$ cat src/sv/dahf_pkg.sv
`timescale 1ns / 1ps
package dahf_pkg;

  localparam int FRAC_BITS   = 24;
  localparam int CONC_WIDTH  = 32;
  localparam int QUEUE_DEPTH = 2;

  localparam logic [30:0] MAX31 = 31'h7FFF_FFFF;

  // item kinds
  localparam logic [1:0] KIND_GLU  = 2'd0;
  localparam logic [1:0] KIND_DHPG = 2'd1;
  localparam logic [1:0] KIND_EVAL = 2'd2;
  localparam logic [1:0] KIND_NONE = 2'd3;

  // register indexes
  localparam logic [2:0] REG_GLU_K  = 3'd0;
  localparam logic [2:0] REG_GLU_V  = 3'd1;
  localparam logic [2:0] REG_GLU_N  = 3'd2;
  localparam logic [2:0] REG_DHPG_K = 3'd3;
  localparam logic [2:0] REG_DHPG_V = 3'd4;
  localparam logic [2:0] REG_DHPG_N = 3'd5;

  typedef struct packed {
    logic [1:0]            kind;
    logic [CONC_WIDTH-1:0] sample;
  } item_t;

  typedef struct packed {
    logic [30:0] flux_glu;
    logic [30:0] flux_dhpg;
    logic [30:0] flux_total;
  } result_t;

  typedef struct packed {
    logic [30:0] glu_sum;
    logic [30:0] dhpg_sum;
  } job_t;

  typedef struct packed {
    logic [30:0] glu_k;
    logic [30:0] glu_v;
    logic [15:0] glu_n;
    logic [30:0] dhpg_k;
    logic [30:0] dhpg_v;
    logic [15:0] dhpg_n;
  } cfg_t;

  typedef logic [15:0][30:0] exp_tab_t;

  // c_0 = 2^29, c_i = isqrt(c_(i-1) * 2^30); entry i-1 holds c_i (2^-(2^-i) in Q0.30)
  function automatic exp_tab_t build_exp_tab();
    exp_tab_t    tab;
    logic [63:0] c;
    logic [63:0] v;
    logic [63:0] res;
    logic [63:0] bt;
    c = 64'd1 << 29;
    for (int i = 0; i < 16; i++) begin
      v   = c << 30;
      res = '0;
      bt  = 64'd1 << 62;
      for (int j = 0; j < 32; j++) begin
        if (bt > v) bt = bt >> 2;
      end
      for (int j = 0; j < 32; j++) begin
        if (bt != 0) begin
          if (v >= res + bt) begin
            v   = v - (res + bt);
            res = (res >> 1) + bt;
          end else begin
            res = res >> 1;
          end
          bt = bt >> 2;
        end
      end
      c      = res;
      tab[i] = c[30:0];
    end
    return tab;
  endfunction

  localparam exp_tab_t EXP_TAB = build_exp_tab();

endpackage

$ cat src/sv/dahf_queue.sv
`timescale 1ns / 1ps
module dahf_queue #(
  parameter int W     = 62,
  parameter int DEPTH = dahf_pkg::QUEUE_DEPTH
) (
  input  logic         clk,
  input  logic         rst,
  input  logic         push,
  input  logic [W-1:0] din,
  output logic         full,
  input  logic         pop,
  output logic [W-1:0] dout,
  output logic         empty
);
  localparam int AW = (DEPTH > 1) ? $clog2(DEPTH) : 1;
  localparam int CW = $clog2(DEPTH + 1);

  logic [W-1:0]  mem [DEPTH];
  logic [AW-1:0] wptr;
  logic [AW-1:0] rptr;
  logic [CW-1:0] count;
  logic          do_push;
  logic          do_pop;

  assign full    = (count == CW'(DEPTH));
  assign empty   = (count == '0);
  assign do_push = push && !full;
  assign do_pop  = pop && !empty;
  assign dout    = mem[rptr];

  always_ff @(posedge clk) begin
    if (do_push) mem[wptr] <= din;
  end

  always_ff @(posedge clk) begin
    if (rst) begin
      wptr  <= '0;
      rptr  <= '0;
      count <= '0;
    end else begin
      if (do_push) wptr <= (wptr == AW'(DEPTH - 1)) ? '0 : wptr + 1'b1;
      if (do_pop)  rptr <= (rptr == AW'(DEPTH - 1)) ? '0 : rptr + 1'b1;
      if (do_push && !do_pop)      count <= count + 1'b1;
      else if (do_pop && !do_push) count <= count - 1'b1;
    end
  end
endmodule

$ cat config.mk
export PLATFORM = sky130hd
export DESIGN_NAME = dahf_queue
export DESIGN_NICKNAME = d
export VERILOG_FILES = /design/src/sv/dahf_pkg.sv /design/src/sv/dahf_queue.sv
export SDC_FILE = /design/constraint.sdc
export NUM_CORES = 1
export LEC_CHECK = 0
export ABC_CLOCK_PERIOD_IN_PS = 2620
export CAP_MARGIN = 15
export CORE_MARGIN = 5
export CORE_UTILIZATION = 30
export DETAILED_ROUTE_END_ITERATION = 10
export DONT_BUFFER_PORTS = 1
export MAX_ROUTING_LAYER = met4
export PLACE_DENSITY_LB_ADDON = 0.15
export SYNTH_ARGS = -nofsm -noshare
export SYNTH_HDL_FRONTEND = slang
export SYNTH_SLANG_ARGS = --single-unit
$ cat constraint.sdc
create_clock -name clk -period 2.62 [get_ports clk]
set_input_delay 0.131 -clock clk [delete_from_list [all_inputs] [get_ports clk]]
set_output_delay 0.131 -clock clk [all_outputs]
set_load 0.03 [all_outputs]
======== Yosys cells after proc, flatten, opt, wreduce, memory -nomap -nowiden ========
Memory sizes are Yosys's and may differ from the RTL's. A register that Yosys moved wholly into a read port is not among the register bits.
Cells that the tools add are included.
operators by class
  add/subtract/negate cells ............... 4
  equality and inequality tests ........... 1
  multiplexer cells ....................... 8
  reductions and logical operators ........ 10
operators by type and width
  kind                                                                count
  1-bit 2-to-1 mux                                                    6
  1-bit logical AND                                                   4
  1-bit logical NOT                                                   4
  2-bit 2-to-1 mux                                                    2
  1-bit adder, second input constant                                  2
  2-bit by 1-bit adder with 2-bit output, second input constant       1
  2-bit equality test, second input constant                          1
  2-bit logical NOT                                                   1
  2-bit nonzero test                                                  1
  2-bit by 1-bit subtractor with 2-bit output, second input constant  1
word-level totals
  register bits after elaboration ......... 4
  bits in writable memories ............... 124
  output and inout bits ................... 64
  word-level logic and storage cells ...... 27
  memories ................................ 1
memories
  name  depth  width  rd ports  clocked after Yosys merged registers in  write ports  line              source
  mem   2      62     1         1                                        1            dahf_queue.sv:18  logic [W-1:0] mem [DEPTH];

======== Logic depth before layout (Yosys ltp) ========
  depth in word-level cells ............... 7
  mapped depth ............................ 6

======== Worst setup path before layout ========
Ideal clock, no wire load.
  path type ............................... flip-flop to flip-flop
  start point ............................. reg count[1]
  end point ............................... mem mem[1][0] (enable)
  library setup time ...................... 0.427 ns
  arrival time ............................ 2.154 ns
  slack ................................... 0.039 ns
  cell stages (with the launch flop) ...... 4
  path buffers ............................ 0
  clock period less this slack ............ 2.581 ns
  cell sequence ........................... dfxtp_1 > nor2b_2 > nor2_1 > and2_1
on the way
  longest elaborated chain between the ends .. 5
RTL lines
  element                                 line              source
  from (decl)                             dahf_queue.sv:21  logic [CW-1:0] count;
  from (signal assigned)                  dahf_queue.sv:43  if (do_push && !do_pop) count <= count + 1'b1;
  from (signal assigned)                  dahf_queue.sv:44  else if (do_pop && !do_push) count <= count - 1'b1;
  2-bit equality test                     dahf_queue.sv:25  assign full = (count == CW'(DEPTH));
  named net full                          dahf_queue.sv:10  output logic full,
  1-bit logical NOT                       dahf_queue.sv:27  assign do_push = push && !full;
  1-bit logical AND                       dahf_queue.sv:27
  named net do_push                       dahf_queue.sv:22  logic do_push;
  1-bit 2-to-1 mux                        dahf_queue.sv:32  if (do_push) mem[wptr] <= din;
  1-bit 2-to-1 mux (not written as such)  dahf_queue.sv:32
  to (decl)                               dahf_queue.sv:18
The timed path passes the listed nets, and every way through them passes these cells.

======== Worst setup path after layout ========
  start point ............................. reg count[0]
  end point ............................... mem mem[1][53] (enable)
Same word-level chain as after synthesis.

==> flow_summary.json <==
{
  "status": "finished, final reports clean",
  "yosysUniqueCellTypes": 13,
  "fin_setup_tns_ns": 0,
  "worstSetupPathType": "reg -> reg",
  "area_growth_pct": 31.3,
  "cpPeakStageDelay_ns": 0.51,
  "slew_headroom_pct": 59.8,
  "peakVddDrop_mv": 0.510,
  "p_sw_share_pct": 31.5,
  "dpl.hpwl_um": 5550,
  "hold_start": "push",
  "r2r_cells": 4,
  "min_period_over_period_pct": 73.4,
  "nets": 365,
  "synth.net_count": 285,
  "finalWorstSetupSlack_ns": 0.696,
  "drt-initial-drc-count": 83,
  "total_power_w": 0.00653,
  "grt_antenna_before_repair": 0,
  "grt_pass1_wl_um": 13400,
  "p_per_area_nw_per_um2": 1060,
  "cap_violations": 0,
  "die_area_um2": 18200,
  "whs_ns": 0.0520,
  "cts.sinks": 129,
  "p_seq_share_pct": 40.7,
  "ys_warn_count": 0,
  "first_global_vias": 2469,
  "fin_crit_ns": 1.92,
  "yosys.area.top_type": "edfxtp_1",
  "portBuffers": 0,
  "power.leakage_nw": 2.04,
  "via_count": 2228,
  "min_delay_worst_endpoint": "wptr",
  "grt_use_met2_pct": 17.0,
  "p_switching_w": 0.00206,
  "timing.rr.end": "mem[1][53]",
  "postCtsSetupBuffers": 0,
  "ys_async_sr_fraction_pct": 0,
  "synth_common_cells": "124 x edfxtp_1, 62 x mux2_2, 7 x buf_2",
  "grt_remaining_overflow": 0,
  "use_met3_pct": 5.33,
  "critPathLaunchType": "register",
  "p_int_w": 0.00447,
  "tightest_slew_ns": 0.603,
  "synth_edf_count": 124,
  "rsz0062_at_grt": "false",
  "setup_viol": 0,
  "hold_buffers": 63,
  "fin_worst_skew_ns": 0.00444,
  "htree_levels": 4,
  "insertion_delay_ns": 0.40,
  "syn_area_um2": 4670,
  "seq_area_um2": 3820,
  "finalHoldViolations": 0,
  "hold_class": "in -> reg",
  "drive_gt1_share_pct": 29.7,
  "die_y_um": 135,
  "syn_inst": 218,
  "ant_nets": 0,
  "dp_cells": 427,
  "cts.path.max_buffers": 2,
  "drv_slew": 0,
  "yosysMostFrequentCell": "edfxtp_1",
  "post-place-ws_ns": 0.655,
  "min_path_cells": 3,
  "grt_max_degree": 43,
  "busiest_layer": "met2",
  "p_comb_share_pct": 26.3,
  "r2r_slack_ns": 0.70,
  "initial_utilization_pct": 30.6,
  "antenna_cells": 0,
  "yosysSeqAreaShare_pct": 81.8,
  "cp-end-kind": "register",
  "synth_top_area_share_pct": 79.7,
  "place_congestion": 0.689,
  "multi_input_comb_area_um2": 811,
  "met1_usage_pct": 10.8,
  "wl_um": 9090,
  "die_w_um": 135,
  "instances_no_fill": 521,
  "tritoncts": "done",
  "path_clk_slew_ns": 0.05,
  "vias_per_cell": 4.28,
  "p_clk_share_pct": 33.0,
  "synth.avg_cell_area_um2": 21.4,
  "ys_top_cells_by_area": "edfxtp_1 80%, mux2_2 15%, dfxtp_1 2.1%",
  "grt_util_all_layers_pct": 10.4,
  "ys.flop_type": "edfxtp_1",
  "drtPass1Iterations": 4,
  "ios": 130,
  "worstPathRequired_ns": 2.71,
  "crit_arrival_ns": 2.02,
  "numCtsBuffers": 17,
  "postCtsResizedCells": 0,
  "crit_chain": "nor2b_2, nor2_1, and2_4, buf_12",
  "fillers": 1378,
  "fmax_mhz": 520,
  "wl_per_cell_um": 17.5,
  "placement_rows": 45,
  "core_um2": 15300,
  "clockRootBuffer": "clkbuf_16",
  "ys_ff_latch": 129,
  "drc": 0,
  "crit_fanout": 35,
  "cpMaxStageDelayCell": "and2_4",
  "r2r-start": "count[0]"
}
metal layers:
| layer | share of wire, % | wire length [um] | up-vias |
|---|---|---|---|
| li1 | - | - | 1018 |
| met1 | 39 | 3560 | 1120 |
| met2 | 51 | 4680 | 82 |
| met3 | 8.2 | 742 | 8 |
| met4 | 1.2 | 106 | 0 |
| met5 | 0 | 0 | - |
logic make-up (layout without fill, tap and decap cells):
kind of cell             after synthesis  count (layout)  share of synthesized area, %
XOR/XNOR                               3               3                         0.562
buffers and inverters                  9             101                         0.910
multiplexers                          62              62                          14.9
AND/OR/NAND/NOR                        9               9                         0.990
AO/OA/AOI/OAI                          5               5                         0.535
flip-flops                           129             129                          81.8
adder cells (fa/ha/maj)                1               1                         0.268
power by group through the flow:
stage          sequential (W)  combinational, W  clock [W]
6_report              0.00266           0.00172    0.00215
3_3_place_gp          0.00269           0.00167          0
2_1_floorplan         0.00270           0.00140          0
5_1_grt               0.00269           0.00182    0.00232
3_5_place_dp          0.00271           0.00168          0
4_1_cts               0.00266           0.00177    0.00223
critical path, delay by kind of cell, from the launching register on:
kind / cells / cell delay, ns
and+or+nand+nor: 3 / 0.86
DFF: 1 / 0.43
buffers and inverters: 1 / 0.27
how the worst max path moves through the flow:
stage,start,to,slack (ns)
after floorplan,count[1],mem[1][0],0.04
after global placement,count[0],mem[1][40],0.75
after detailed placement,count[0],mem[1][8],0.66
after CTS,count[0],mem[1][53],0.65
after global routing,count[0],mem[1][50],0.58
final,count[0],mem[1][53],0.70
final cells by class:
class                           instances  share of cell area, %
Sequential cell                       129                   62.3
Multi-Input combinational cell         80                   13.2
Timing Repair Buffer                   68                   11.3
Clock buffer                           22                   7.24
Tap cell                              211                   4.30
Clock inverter                          9                   1.49
Inverter                                2                  0.122
flip-flops by register name, summed over array words and instances, names as in the netlist, named ones only:
signal / count
rptr: 1
mem: 124
count: 2
wptr: 1
metrics by stage:
| step | cell area (um2) | util, % |
|---|---|---|
| 2_1_floorplan | 4670 | - |
| 3_3_place_gp | 4970 | 32.6 |
| 3_5_place_dp | 4970 | 32.6 |
| 4_1_cts | 6140 | 40.2 |
| 5_1_grt | 6140 | 40.2 |
| 6_report | 6140 | 40.2 |
placed cells by master (no fill, tap or decap):
master         synthesis  layout
clkbuf_1               0       5
xor2_1                 3       3
clkinvlp_4             0       1
dlygate4sd3_1          0      63
o21ai_0                3       3
a21oi_1                2       2
edfxtp_1             124     124
clkinv_2               0       1
buf_12                 0       2
inv_2                  0       1
mux2_2                62      62
ha_1                   1       1
clkbuf_16              0      17
clkinv_1               0       5
nor2_1                 5       5
buf_4                  0       3
dfxtp_1                5       4
or3_1                  2       2
inv_1                  2       1
and2_4                 0       1
bufinv_16              0       2
dfxtp_2                0       1
nor2b_2                1       1
Power figures use the tool's default switching activity.
