File: src/sv/dahf_pkg.sv
`timescale 1ns / 1ps
package dahf_pkg;

  localparam int FRAC_BITS   = 24;
  localparam int CONC_WIDTH  = 32;
  localparam int QUEUE_DEPTH = 2;

  localparam logic [30:0] MAX31 = 31'h7FFF_FFFF;

  // item kinds
  localparam logic [1:0] KIND_GLU  = 2'd0;
  localparam logic [1:0] KIND_DHPG = 2'd1;
  localparam logic [1:0] KIND_EVAL = 2'd2;
  localparam logic [1:0] KIND_NONE = 2'd3;

  // register indexes
  localparam logic [2:0] REG_GLU_K  = 3'd0;
  localparam logic [2:0] REG_GLU_V  = 3'd1;
  localparam logic [2:0] REG_GLU_N  = 3'd2;
  localparam logic [2:0] REG_DHPG_K = 3'd3;
  localparam logic [2:0] REG_DHPG_V = 3'd4;
  localparam logic [2:0] REG_DHPG_N = 3'd5;

  typedef struct packed {
    logic [1:0]            kind;
    logic [CONC_WIDTH-1:0] sample;
  } item_t;

  typedef struct packed {
    logic [30:0] flux_glu;
    logic [30:0] flux_dhpg;
    logic [30:0] flux_total;
  } result_t;

  typedef struct packed {
    logic [30:0] glu_sum;
    logic [30:0] dhpg_sum;
  } job_t;

  typedef struct packed {
    logic [30:0] glu_k;
    logic [30:0] glu_v;
    logic [15:0] glu_n;
    logic [30:0] dhpg_k;
    logic [30:0] dhpg_v;
    logic [15:0] dhpg_n;
  } cfg_t;

  typedef logic [15:0][30:0] exp_tab_t;

  // c_0 = 2^29, c_i = isqrt(c_(i-1) * 2^30); entry i-1 holds c_i (2^-(2^-i) in Q0.30)
  function automatic exp_tab_t build_exp_tab();
    exp_tab_t    tab;
    logic [63:0] c;
    logic [63:0] v;
    logic [63:0] res;
    logic [63:0] bt;
    c = 64'd1 << 29;
    for (int i = 0; i < 16; i++) begin
      v   = c << 30;
      res = '0;
      bt  = 64'd1 << 62;
      for (int j = 0; j < 32; j++) begin
        if (bt > v) bt = bt >> 2;
      end
      for (int j = 0; j < 32; j++) begin
        if (bt != 0) begin
          if (v >= res + bt) begin
            v   = v - (res + bt);
            res = (res >> 1) + bt;
          end else begin
            res = res >> 1;
          end
          bt = bt >> 2;
        end
      end
      c      = res;
      tab[i] = c[30:0];
    end
    return tab;
  endfunction

  localparam exp_tab_t EXP_TAB = build_exp_tab();

endpackage

File: src/sv/dahf_front.sv
`timescale 1ns / 1ps
module dahf_front (
  input  logic            clk,
  input  logic            rst,
  input  logic            accept,
  input  dahf_pkg::item_t item,
  output logic            job_push,
  output dahf_pkg::job_t  job
);
  import dahf_pkg::*;

  localparam int XW = (CONC_WIDTH > 32) ? CONC_WIDTH : 32;

  logic [30:0] glu_sum;
  logic [30:0] dhpg_sum;
  logic [30:0] val;
  logic [XW-1:0] ext;
  logic [31:0] glu_add;
  logic [31:0] dhpg_add;

  // negative clamps to zero, oversize to full scale
  always_comb begin
    ext = XW'(item.sample);
    if (item.sample[CONC_WIDTH-1])   val = '0;
    else if (ext > XW'(MAX31))       val = MAX31;
    else                             val = ext[30:0];
  end

  assign glu_add  = {1'b0, glu_sum} + {1'b0, val};
  assign dhpg_add = {1'b0, dhpg_sum} + {1'b0, val};

  assign job_push     = accept && (item.kind == KIND_EVAL);
  assign job.glu_sum  = glu_sum;
  assign job.dhpg_sum = dhpg_sum;

  always_ff @(posedge clk) begin
    if (rst) begin
      glu_sum  <= '0;
      dhpg_sum <= '0;
    end else if (accept) begin
      unique case (item.kind)
        KIND_GLU:  glu_sum  <= glu_add[31] ? MAX31 : glu_add[30:0];
        KIND_DHPG: dhpg_sum <= dhpg_add[31] ? MAX31 : dhpg_add[30:0];
        KIND_EVAL: begin
          glu_sum  <= '0;
          dhpg_sum <= '0;
        end
        KIND_NONE: ;
        default: ;
      endcase
    end
  end
endmodule

File: config.mk
export PLATFORM = sky130hd
export DESIGN_NAME = dahf_front
export DESIGN_NICKNAME = d
export VERILOG_FILES = /design/src/sv/dahf_pkg.sv /design/src/sv/dahf_front.sv
export SDC_FILE = /design/constraint.sdc
export NUM_CORES = 1
export LEC_CHECK = 0
export ABC_AREA = 0
export BUFFER_PORTS_ARGS = -buffer_cell sky130_fd_sc_hd__clkbuf_2
export CAP_MARGIN = 20
export CORE_ASPECT_RATIO = 1.2
export CORE_MARGIN = 8
export CORE_UTILIZATION = 64
export DETAILED_ROUTE_END_ITERATION = 12
export PLACE_DENSITY = 0.95
export SYNTH_ARGS = -nofsm -noshare
export SYNTH_HDL_FRONTEND = slang
export SYNTH_SLANG_ARGS = --single-unit
File: constraint.sdc
create_clock -name clk -period 10.7 [get_ports clk]
set_input_delay 0 -clock clk [delete_from_list [all_inputs] [get_ports clk]]
set_output_delay 0 -clock clk [all_outputs]
set_load 0.05 [all_outputs]
## Word-level counts from Yosys, hierarchy flattened

Index checks and enable logic that the tools add are counted.
Widths: inputs -> output; s select.

| storage, ports and cells | value |
|---|---|
| flip-flop bits (word level) | 62 |
| input port bits | 37 |
| output and inout port bits | 63 |
| word-level logic and storage cells | 19 |

| operators by class | value |
|---|---|
| add/sub/neg operators | 2 |
| $lt $le $gt $ge | 1 |
| equal/unequal tests | 2 |
| mux-type cells | 6 |
| reduce and logical (&&, ||, !) cells | 6 |

Operators with widths:

| operator | count |
|---|---|
| $mux 31 | 4 |
| $pmux 31 s2 | 2 |
| $add 31x31->32 | 2 |
| $gt 32x31->1 const B | 1 |
| $reduce_and 2->1 | 2 |
| $reduce_bool 2->1 | 2 |
| $eq 2x1->1 const B | 1 |
| $eq 2x2->1 const B | 1 |
| $logic_not 2->1 | 1 |
| $logic_and 1x1->1 | 1 |

## Logic depth before layout (Yosys ltp)

Gate-level depths: netlist (run 1).

| logic depth | value |
|---|---|
| depth in word-level cells | 6 |
| depth in mapped cells | 20 |
| mapped depth without buffers | 13 |

## Worst setup path before layout (run 1)

Ideal clock, no wire load.

| timing path | value |
|---|---|
| path kind | input to register |
| start point | input item[31] (netlist name) |
| end point | register dhpg_sum[27] |
| setup time | 122 ps |
| arrival | 3,590 ps |
| required time | 10,578 ps |
| setup slack | 6,988 ps |
| stages | 18 |
| buffers on the path | 6 |
| cell sequence | buf_4 > buf_2 > buf_2 > buf_2 > clkbuf_1 > nor2b_1 > ha_1 > a21o_1 > maj3_2 > a211o_1 > or2_1 > o211a_4 > o221ai_4 > o21ai_1 > a21o_1 > buf_6 > and2_4 > a221o_1 |

| on the way | value |
|---|---|
| word-level cells in the longest chain between the ends | 6 |

Ends and longest elaborated chain:

| item | line | RTL |
|---|---|---|
| start: declaration | dahf_front.sv:6 | `input dahf_pkg::item_t item,` |
| $gt 32x31->1 | dahf_front.sv:25 | `else if (ext > XW'(MAX31)) val = MAX31;` |
| $mux 31 | dahf_front.sv:25 |  |
| $mux 31 (*) | dahf_front.sv:24 | `if (item.sample[CONC_WIDTH-1]) val = '0;` |
| $add 31x31->32 (*) | dahf_front.sv:30 | `assign dhpg_add = {1'b0, dhpg_sum} + {1'b0, val};` |
| $mux 31 (*) | dahf_front.sv:43 | `KIND_DHPG: dhpg_sum <= dhpg_add[31] ? MAX31 : dhpg_add[30:0];` |
| $pmux 31 s2 (*) | dahf_front.sv:41 | `unique case (item.kind)` |
| end signal: assignment | dahf_front.sv:43 |  |
| end: declaration | dahf_front.sv:15 | `logic [30:0] dhpg_sum;` |

Every way passes the cells marked *; elsewhere a longest branch is shown, timed or not.
A chain may end at the register's enable or synchronous reset.

## Worst setup path after layout (run 1)

| timing path | value |
|---|---|
| start point | input item[31] (netlist name) |
| end point | register glu_sum[24] |

| on the way | value |
|---|---|
| word-level cells in the longest chain between the ends | 6 |

Ends and longest elaborated chain:

| item | line | RTL |
|---|---|---|
| $gt 32x31->1 | dahf_front.sv:25 |  |
| $mux 31 | dahf_front.sv:25 |  |
| $mux 31 (*) | dahf_front.sv:24 |  |
| $add 31x31->32 (*) | dahf_front.sv:29 | `assign glu_add = {1'b0, glu_sum} + {1'b0, val};` |
| $mux 31 (*) | dahf_front.sv:42 | `KIND_GLU: glu_sum <= glu_add[31] ? MAX31 : glu_add[30:0];` |
| $pmux 31 s2 (*) | dahf_front.sv:41 |  |
| end signal: assignment | dahf_front.sv:42 |  |
| end: declaration | dahf_front.sv:14 | `logic [30:0] glu_sum;` |

Marked as above.

==> results by group, run 1 <==
Setup path
  • Critical Path RT: 10.90 ns
  • Critical path cell sequence: clkbuf_2, nor2b_1, ha_1, a21o_1, maj3_1, a21oi_1, nand2_1, or3_1, a211oi_1, nor2_1, a221o_1, nand2_1, o211ai_1
  • Critical Path Fanout Max: 54
  • Worst stage delay on the critical path: 0.75 ns
  • Critical Path Source Type: input pin
  • Setup CP Type: input pin to register
  • Crit end category: register
  • CP max stage cell: clkbuf_2
  • WP data arrival: 4.06 ns
  • Critical path's most frequent cell: nand2_1
  • R2r endpoint: dhpg_sum[24]
  • R2r startpoint: dhpg_sum[12]
  • R2R cell count: 11
  • Reg2reg setup slack: 7.13 ns

Power
  • Gate power share: 26.0%
  • Sw Ratio: 36.12%
  • Net switching power: 0.0002619 W
  • Pleak: 3.780 nW
  • Internal power: 0.0004632 W
  • Power, Total: 0.0007252 W
  • Clk network pwr share: 39.3%
  • VDD IR max: 0.00008447 V
  • Seq pwr share: 34.6%
  • Pwr Density: 98.97 nW/µm²

GRT
  • Initial antenna violation count: 0
  • Gr ovfl total: 0
  • Vias in the first global route: 6902
  • Pin count of the biggest net entering global routing: 55
  • Tot GR Track Use: 30.23%
  • Global-route wire length before repair: 34140 µm

Layout
  • FF/Latch Area: 1241 µm²
  • Finished Cell Area: 7327 µm²
  • Commonest non-fill, non-tap cells in the layout: nand2_1, clkbuf_2, o21ai_0, nor2_1, dfxtp_1
  • Commonest non-fill, non-tap cell in the layout: nand2_1
  • Layout net count: 1063
  • Antenna cells: 0
  • Area delta synth->final: 10.57%
  • Fillers: 806
  • Multi-input logic area: 5030 µm²
  • Layout cells sized above 1: 14.91%

Timing
  • TNS Setup: 0 ns
  • Worst-Margin Slew: 1.023 ns
  • Final Cycle Share: 36.08%
  • Number of hold violations in the final report: 0
  • Setup Skew: 0.003691 ns
  • Final Max Slew Viols: 0
  • Max Clk Rate: 0.2590 GHz
  • Slew HR: 31.80%
  • Period minus WS final: 3.861 ns
  • # setup viols final: 0
  • RSZ-0062 raised after global routing: no
  • Hold Slack: 0.08519 ns

Worst hold path
  • Hold_sp: rst
  • Hold Crit Class: input pin to register
  • WHS Endpoint: glu_sum[2]
  • Hold Path Stages: 2

Logic synthesis
  • Syn Area/Cell: 7.203 µm²
  • Post-Syn Nets: 1009
  • EDFF count, synth: 0
  • Yosys cell types: 79
  • Async set-reset flop share out of synthesis: 0%
  • Synth warn: 0
  • Synthesized instance count: 920
  • Seq/Total Area, Yosys: 18.73%
  • FF+latch count, synth: 62
  • Post-Syn Area: 6626 µm²
  • Synth Flop Type: dfxtp_1

CTS
  • Clk pin slew, worst setup/hold paths: 0.06 ns
  • Setup Fix Bufs, Post-CTS: 0
  • H-tree levels: 3
  • Hold-fix buffers, CTS: 0
  • CTS resizes: 0
  • Skew-Pair Late Insertion Delay: 0.34 ns
  • # clock sinks: 62
  • TritonCTS clock tree: built
  • Clock Root Buffer: clkbuf_16
  • Num CTS Buffers: 9
  • Clk buf depth: 2

Drt
  • Drt total wl: 21250 µm
  • Drt wl/cell: 19.23 µm
  • # DRC: 0
  • 1st-pass router iterations: 6
  • Initial drt markers: 641
  • Routed Antenna Nets: 0
  • DR vias/cell: 6.690
  • Vias: 7392

Die
  • Core Region: 10060 µm²
  • Number of core rows: 40
  • Io pins: 100
  • Die height: 127.5 µm
  • Die W: 108.9 µm
  • Die area: 13880 µm²
  • Initial Util: 65.87%

Job
  • Max Cap Viol: 0

Place
  • PortBufs: 99
  • DP Wirelength: 16230 µm
  • DP Area: 7041 µm²
  • GPL Wtd Cong: 1.023

Status
  • Status: finished clean
[worst max-delay path, delay by kind of cell]
kind            cells  cell delay, ns
simple gates        5            1.12
compound gates      5            1.38
buf+inv             1            0.75
fa+ha+maj           2            0.78
[how the worst max path moves through the flow]
stage,startpoint,to,slack (ns),cells past startpoint
floorplan,item[31],dhpg_sum[27],6.99,18
global placement,item[31],dhpg_sum[27],6.69,13
detailed placement,item[31],dhpg_sum[24],6.60,13
CTS,item[31],dhpg_sum[24],6.93,13
global route,item[31],dhpg_sum[2],6.59,11
finish,item[31],glu_sum[24],6.84,13
[metal layers]
layer	global-route usage, %	vias to the layer above	part of all wire [%]
li1	-	3449	-
met3	5.835	100	9.5
met5	0	-	0
met2	49.77	466	46
met4	17.51	0	5.5
met1	35.41	3377	39
[flip-flops by register name, indices dropped and copies added, names as in the netlist]
| name | cells |
|---|---|
| dhpg_sum | 31 |
| glu_sum | 31 |
[power groups by stage]
stage	Clock, W	Combinational (W)	Sequential (W)
finish	0.000285	0.000189	0.000251
global route	0.000295	0.000202	0.000252
CTS	0.000283	0.000185	0.000250
detailed placement	0	0.000184	0.000255
global placement	0	0.000181	0.000255
floorplan	0	0.000114	0.000279
[Yosys cell counts (9+ instances only)]
cell type	n	area, µm²
dfxtp_1	62	1241
clkbuf_1	42	157.7
nor3_1	16	80.08
a31oi_1	13	81.33
inv_1	23	86.33
nand3_1	30	150.1
xnor2_1	32	280.3
and2_1	9	56.30
buf_2	11	55.05
o21a_1	11	82.58
nor2_1	63	236.5
o21ai_0	65	325.3
nor2b_1	36	225.2
ha_1	52	650.6
a21o_1	53	397.9
o211ai_1	12	90.09
nand2_1	136	510.5
and3_1	9	56.30
a21oi_1	61	305.3
xor2_1	21	183.9
[cell families (layout without fill, tap and decap cells)]
family                     after synthesis  count (layout)  synth area share (%)
and+or+nand+nor                        349             349                 25.25
AOI/OAI and AO/OA                      305             305                 31.31
buffers and inverters                   83             142                 5.438
adders and majority gates               62              62                 11.37
DFF                                     62              62                 18.73
xor gates and xnor gates                53              53                 7.005
muxes                                    6               6                0.9064
[area by class of cell]
type                    count  share of cell area (%)
clock inverters             6                  0.6489
inverters                  23                   1.178
repair buffers            103                   7.172
clock buffers              10                   3.262
flip-flops and latches     62                   16.94
well taps                 126                   2.152
multi-input cells         775                   68.65
[through the flow]
stage	util, %	setup slack (ns)	std cells
floorplan	-	6.988	920
global placement	69.99	6.694	1089
detailed placement	69.99	6.597	1089
CTS	72.84	6.932	1105
global route	72.84	6.593	1105
finish	72.84	6.839	1105
No activity file was read; power rests on OpenSTA's default activity.
==> run 2, diff against run 1 <==
--- a/config.mk
+++ b/config.mk
@@ -10,9 +10,9 @@
 export CAP_MARGIN = 20
 export CORE_ASPECT_RATIO = 1.2
 export CORE_MARGIN = 8
-export CORE_UTILIZATION = 64
+export CORE_UTILIZATION = 53
 export DETAILED_ROUTE_END_ITERATION = 12
-export PLACE_DENSITY = 0.95
+export PLACE_DENSITY = 0.86
 export SYNTH_ARGS = -nofsm -noshare
 export SYNTH_HDL_FRONTEND = slang
 export SYNTH_SLANG_ARGS = --single-unit
==> constraint.sdc (replaced) <==
create_clock -name clk -period 3.4 [get_ports clk]
set_input_delay 0 -clock clk [delete_from_list [all_inputs] [get_ports clk]]
set_output_delay 0 -clock clk [all_outputs]
set_load 0.05 [all_outputs]
==> run 2 against run 1 <==
  * Clock skew increased by 0.0043 ns
  * Cell count up 6.1%
  * Total power grew to 3.4 times the previous value
  * Utilization shrank 9.1 points
  * Largest cell class unchanged
==> results by group, run 2 (synthesized netlist as in run 1, its figures left out) <==
Status
  • Status: finished clean

Setup path
  • Crit end category: register
  • R2r startpoint: glu_sum[20]
  • Reg2reg setup slack: 0.14 ns (-6.99 ns)
  • Crit path buf inv count: 1 (unchanged)
  • Crit path depth: 12 (-1)
  • R2R cell count: 12 (+1)
  • WP data arrival: 3.48 ns (-0.58 ns)
  • R2r endpoint: glu_sum[13]
  • Setup CP Type: register to register
  • Critical Path RT: 3.61 ns (-7.29 ns)
  • Critical Path Source Type: register
  • CP max stage cell: a221o_2
  • Critical Path Fanout Max: 7 (-87%)
  • Worst stage delay on the critical path: 0.50 ns (-0.25 ns)
  • Critical path cell sequence: ha_1, a21o_1, maj3_1, a21oi_2, nand2_1, or3_1, a211oi_1, nor2_1, a221o_2, buf_2, o21bai_1, o2bb2ai_1
  • Cell family with most CP delay: compound AO/OA/AOI/OAI gates

Die
  • Die height: 138.5 µm (+8.6%)
  • Die area: 16350 µm² (+18%)
  • Number of core rows: 44 (+10%)
  • Die W: 118.1 µm (+8.4%)
  • Io pins: 100 (unchanged)
  • Initial Util: 54.46% (-11 points)
  • Core Region: 12170 µm² (+21%)

CTS
  • H-tree levels: 3 (unchanged)
  • Clock Root Buffer: clkbuf_16
  • Num CTS Buffers: 9 (unchanged)
  • TritonCTS clock tree: built
  • Skew-Pair Late Insertion Delay: 0.34 ns (about the same)
  • # clock sinks: 62 (unchanged)
  • Clk buf depth: 2 (unchanged)
  • Clk pin slew, worst setup/hold paths: 0.05 ns (about the same)

Layout
  • Largest regs: dhpg_sum x31, glu_sum x31
  • Finished Cell Area: 7755 µm² (+5.8%)
  • Fillers: 1071 (+33%)
  • Area delta synth->final: 17.03%
  • Layout net count: 1096 (+3.1%)
  • Finished Layout Cells: 1172 (+6.1%)
  • Commonest non-fill, non-tap cell in the layout: nand2_1
  • Commonest non-fill, non-tap cells in the layout: nand2_1, clkbuf_2, o21ai_0, nor2_1, dfxtp_1
  • Antenna cells: 0 (unchanged)
  • Layout cells sized above 1: 18.50% (+3.6 points)
  • FF/Latch Area: 1242 µm² (+0.10%)
  • Multi-input logic area: 5079 µm² (+0.97%)

GRT
  • Vias in the first global route: 7138 (+3.4%)
  • GR peak layer: met2
  • Initial antenna violation count: 0 (unchanged)
  • Global-route wire length before repair: 35500 µm (+4.0%)
  • Tot GR Track Use: 25.75% (-4.5 points)
  • Gr ovfl total: 0 (unchanged)
  • Met3 GRT Util: 5.010% (-0.82 points)
  • Pin count of the biggest net entering global routing: 26 (-53%)
  • Met2 usage: 42.73% (-7.0 points)
  • GR Util met1: 31.12% (-4.3 points)

Power
  • Seq pwr share: 31.8% (-2.8 points)
  • Sw Ratio: 31.70% (-4.4 points)
  • Internal power: 0.001699 W (+270%)
  • Pleak: 4.008 nW (+6.0%)
  • Power, Total: 0.002487 W (+240%)
  • Net switching power: 0.0007883 W (+200%)
  • VDD IR max: 0.0002057 V (+140%)
  • Clk network pwr share: 43.0% (+3.7 points)
  • Pwr Density: 320.7 nW/µm² (+220%)
  • Gate power share: 25.2% (-0.8 points)

Worst hold path
  • Hold Path Stages: 2 (unchanged)
  • Hold_sp: rst
  • Hold Crit Class: input pin to register
  • WHS Endpoint: glu_sum[18]

Drt
  • 1st-pass router iterations: 5 (-1)
  • Drt wl/cell: 18.89 µm (-1.8%)
  • Drt total wl: 22140 µm (+4.1%)
  • # DRC: 0 (unchanged)
  • Initial drt markers: 876 (+37%)
  • DR vias/cell: 6.406 (-4.2%)
  • Routed Antenna Nets: 0 (unchanged)
  • Vias: 7508 (+1.6%)

Timing
  • Worst-Margin Slew: 0.5481 ns (-0.4750 ns)
  • Final Cycle Share: 95.95%
  • Number of hold violations in the final report: 0 (unchanged)
  • Hold Slack: 0.08222 ns (-0.002964 ns)
  • Period minus WS final: 3.262 ns
  • Slew HR: 62.52% (+31 points)
  • Max Clk Rate: 0.3065 GHz
  • Setup Skew: 0.008015 ns (+0.004323 ns)
  • # setup viols final: 0 (unchanged)
  • RSZ-0062 raised after global routing: yes
  • Final Max Slew Viols: 0 (unchanged)

Place
  • DP Wirelength: 16630 µm (+2.4%)
  • PortBufs: 99 (unchanged)
  • DP Area: 7367 µm² (+4.6%)
  • Post-placement cell count: 1152 (+5.8%)
  • GPL Wtd Cong: 0.9779 (-4.4%)

Job
  • Max Cap Viol: 0 (unchanged)
==> run 2: changes by cell type in the layout (fill, tap and decap cells not counted), moves of 2 or more <==
cell,previous run,this run
buf_12,0,3
clkinv_4,2,0
nor2b_4,0,2
buf_4,4,33
nor2b_1,36,34
clkinvlp_4,4,0
bufinv_16,0,3
==> run 2: worst max-delay path by stage <==
stage / slack, ns / endpoint / start
floorplan: 0.02 / dhpg_sum[27] / item[31]
global placement: 0.13 / glu_sum[21] / item[31]
detailed placement: -0.03 / glu_sum[21] / item[31]
CTS: 0.04 / glu_sum[21] / glu_sum[20]
global route: -0.02 / glu_sum[13] / glu_sum[20]
finish: 0.14 / glu_sum[13] / glu_sum[20]
==> run 2: routing by layer <==
layer | share of wire, % | up-vias | routed length, µm
li1 | - | 3520 | -
met1 | 39 | 3488 | 8687
met2 | 47 | 428 | 10440
met3 | 10 | 72 | 2237
met4 | 3.5 | 0 | 770
met5 | 0 | - | 0
==> run 2: metrics by stage <==
step / util, % / TNS (ns) / setup WS [ns]
after floorplan: - / 0 / 0.02202
after global placement: 60.55 / 0 / 0.1286
after detailed placement: 60.55 / -0.1195 / -0.03122
after CTS: 63.33 / 0 / 0.03732
after global routing: 63.74 / -0.03900 / -0.02077
final: 63.74 / 0 / 0.1378
==> run 2: cell type report <==
cell class              instances  share of cell area [%]
clock buffers                  11                   3.130
inverters                      23                   1.113
multi-input cells             775                   65.49
clock inverters                 4                   1.226
well taps                     161                   2.598
repair buffers                136                   10.42
flip-flops and latches         62                   16.02
==> run 2: repair_timing <==
action	in CTS	in global routing
hold buffers	0	0
endpoints found under the setup margin	0	21
resized for setup	0	6
setup buffers	0	5
==> run 2: power by group through the flow <==
stage	clock network, W	registers, W	logic [W]
2_1_floorplan	0	0.000877	0.000368
3_3_place_gp	0	0.000804	0.000600
3_5_place_dp	0	0.000804	0.000608
4_1_cts	0.00107	0.000789	0.000613
5_1_grt	0.00110	0.000793	0.000670
6_report	0.00107	0.000791	0.000625
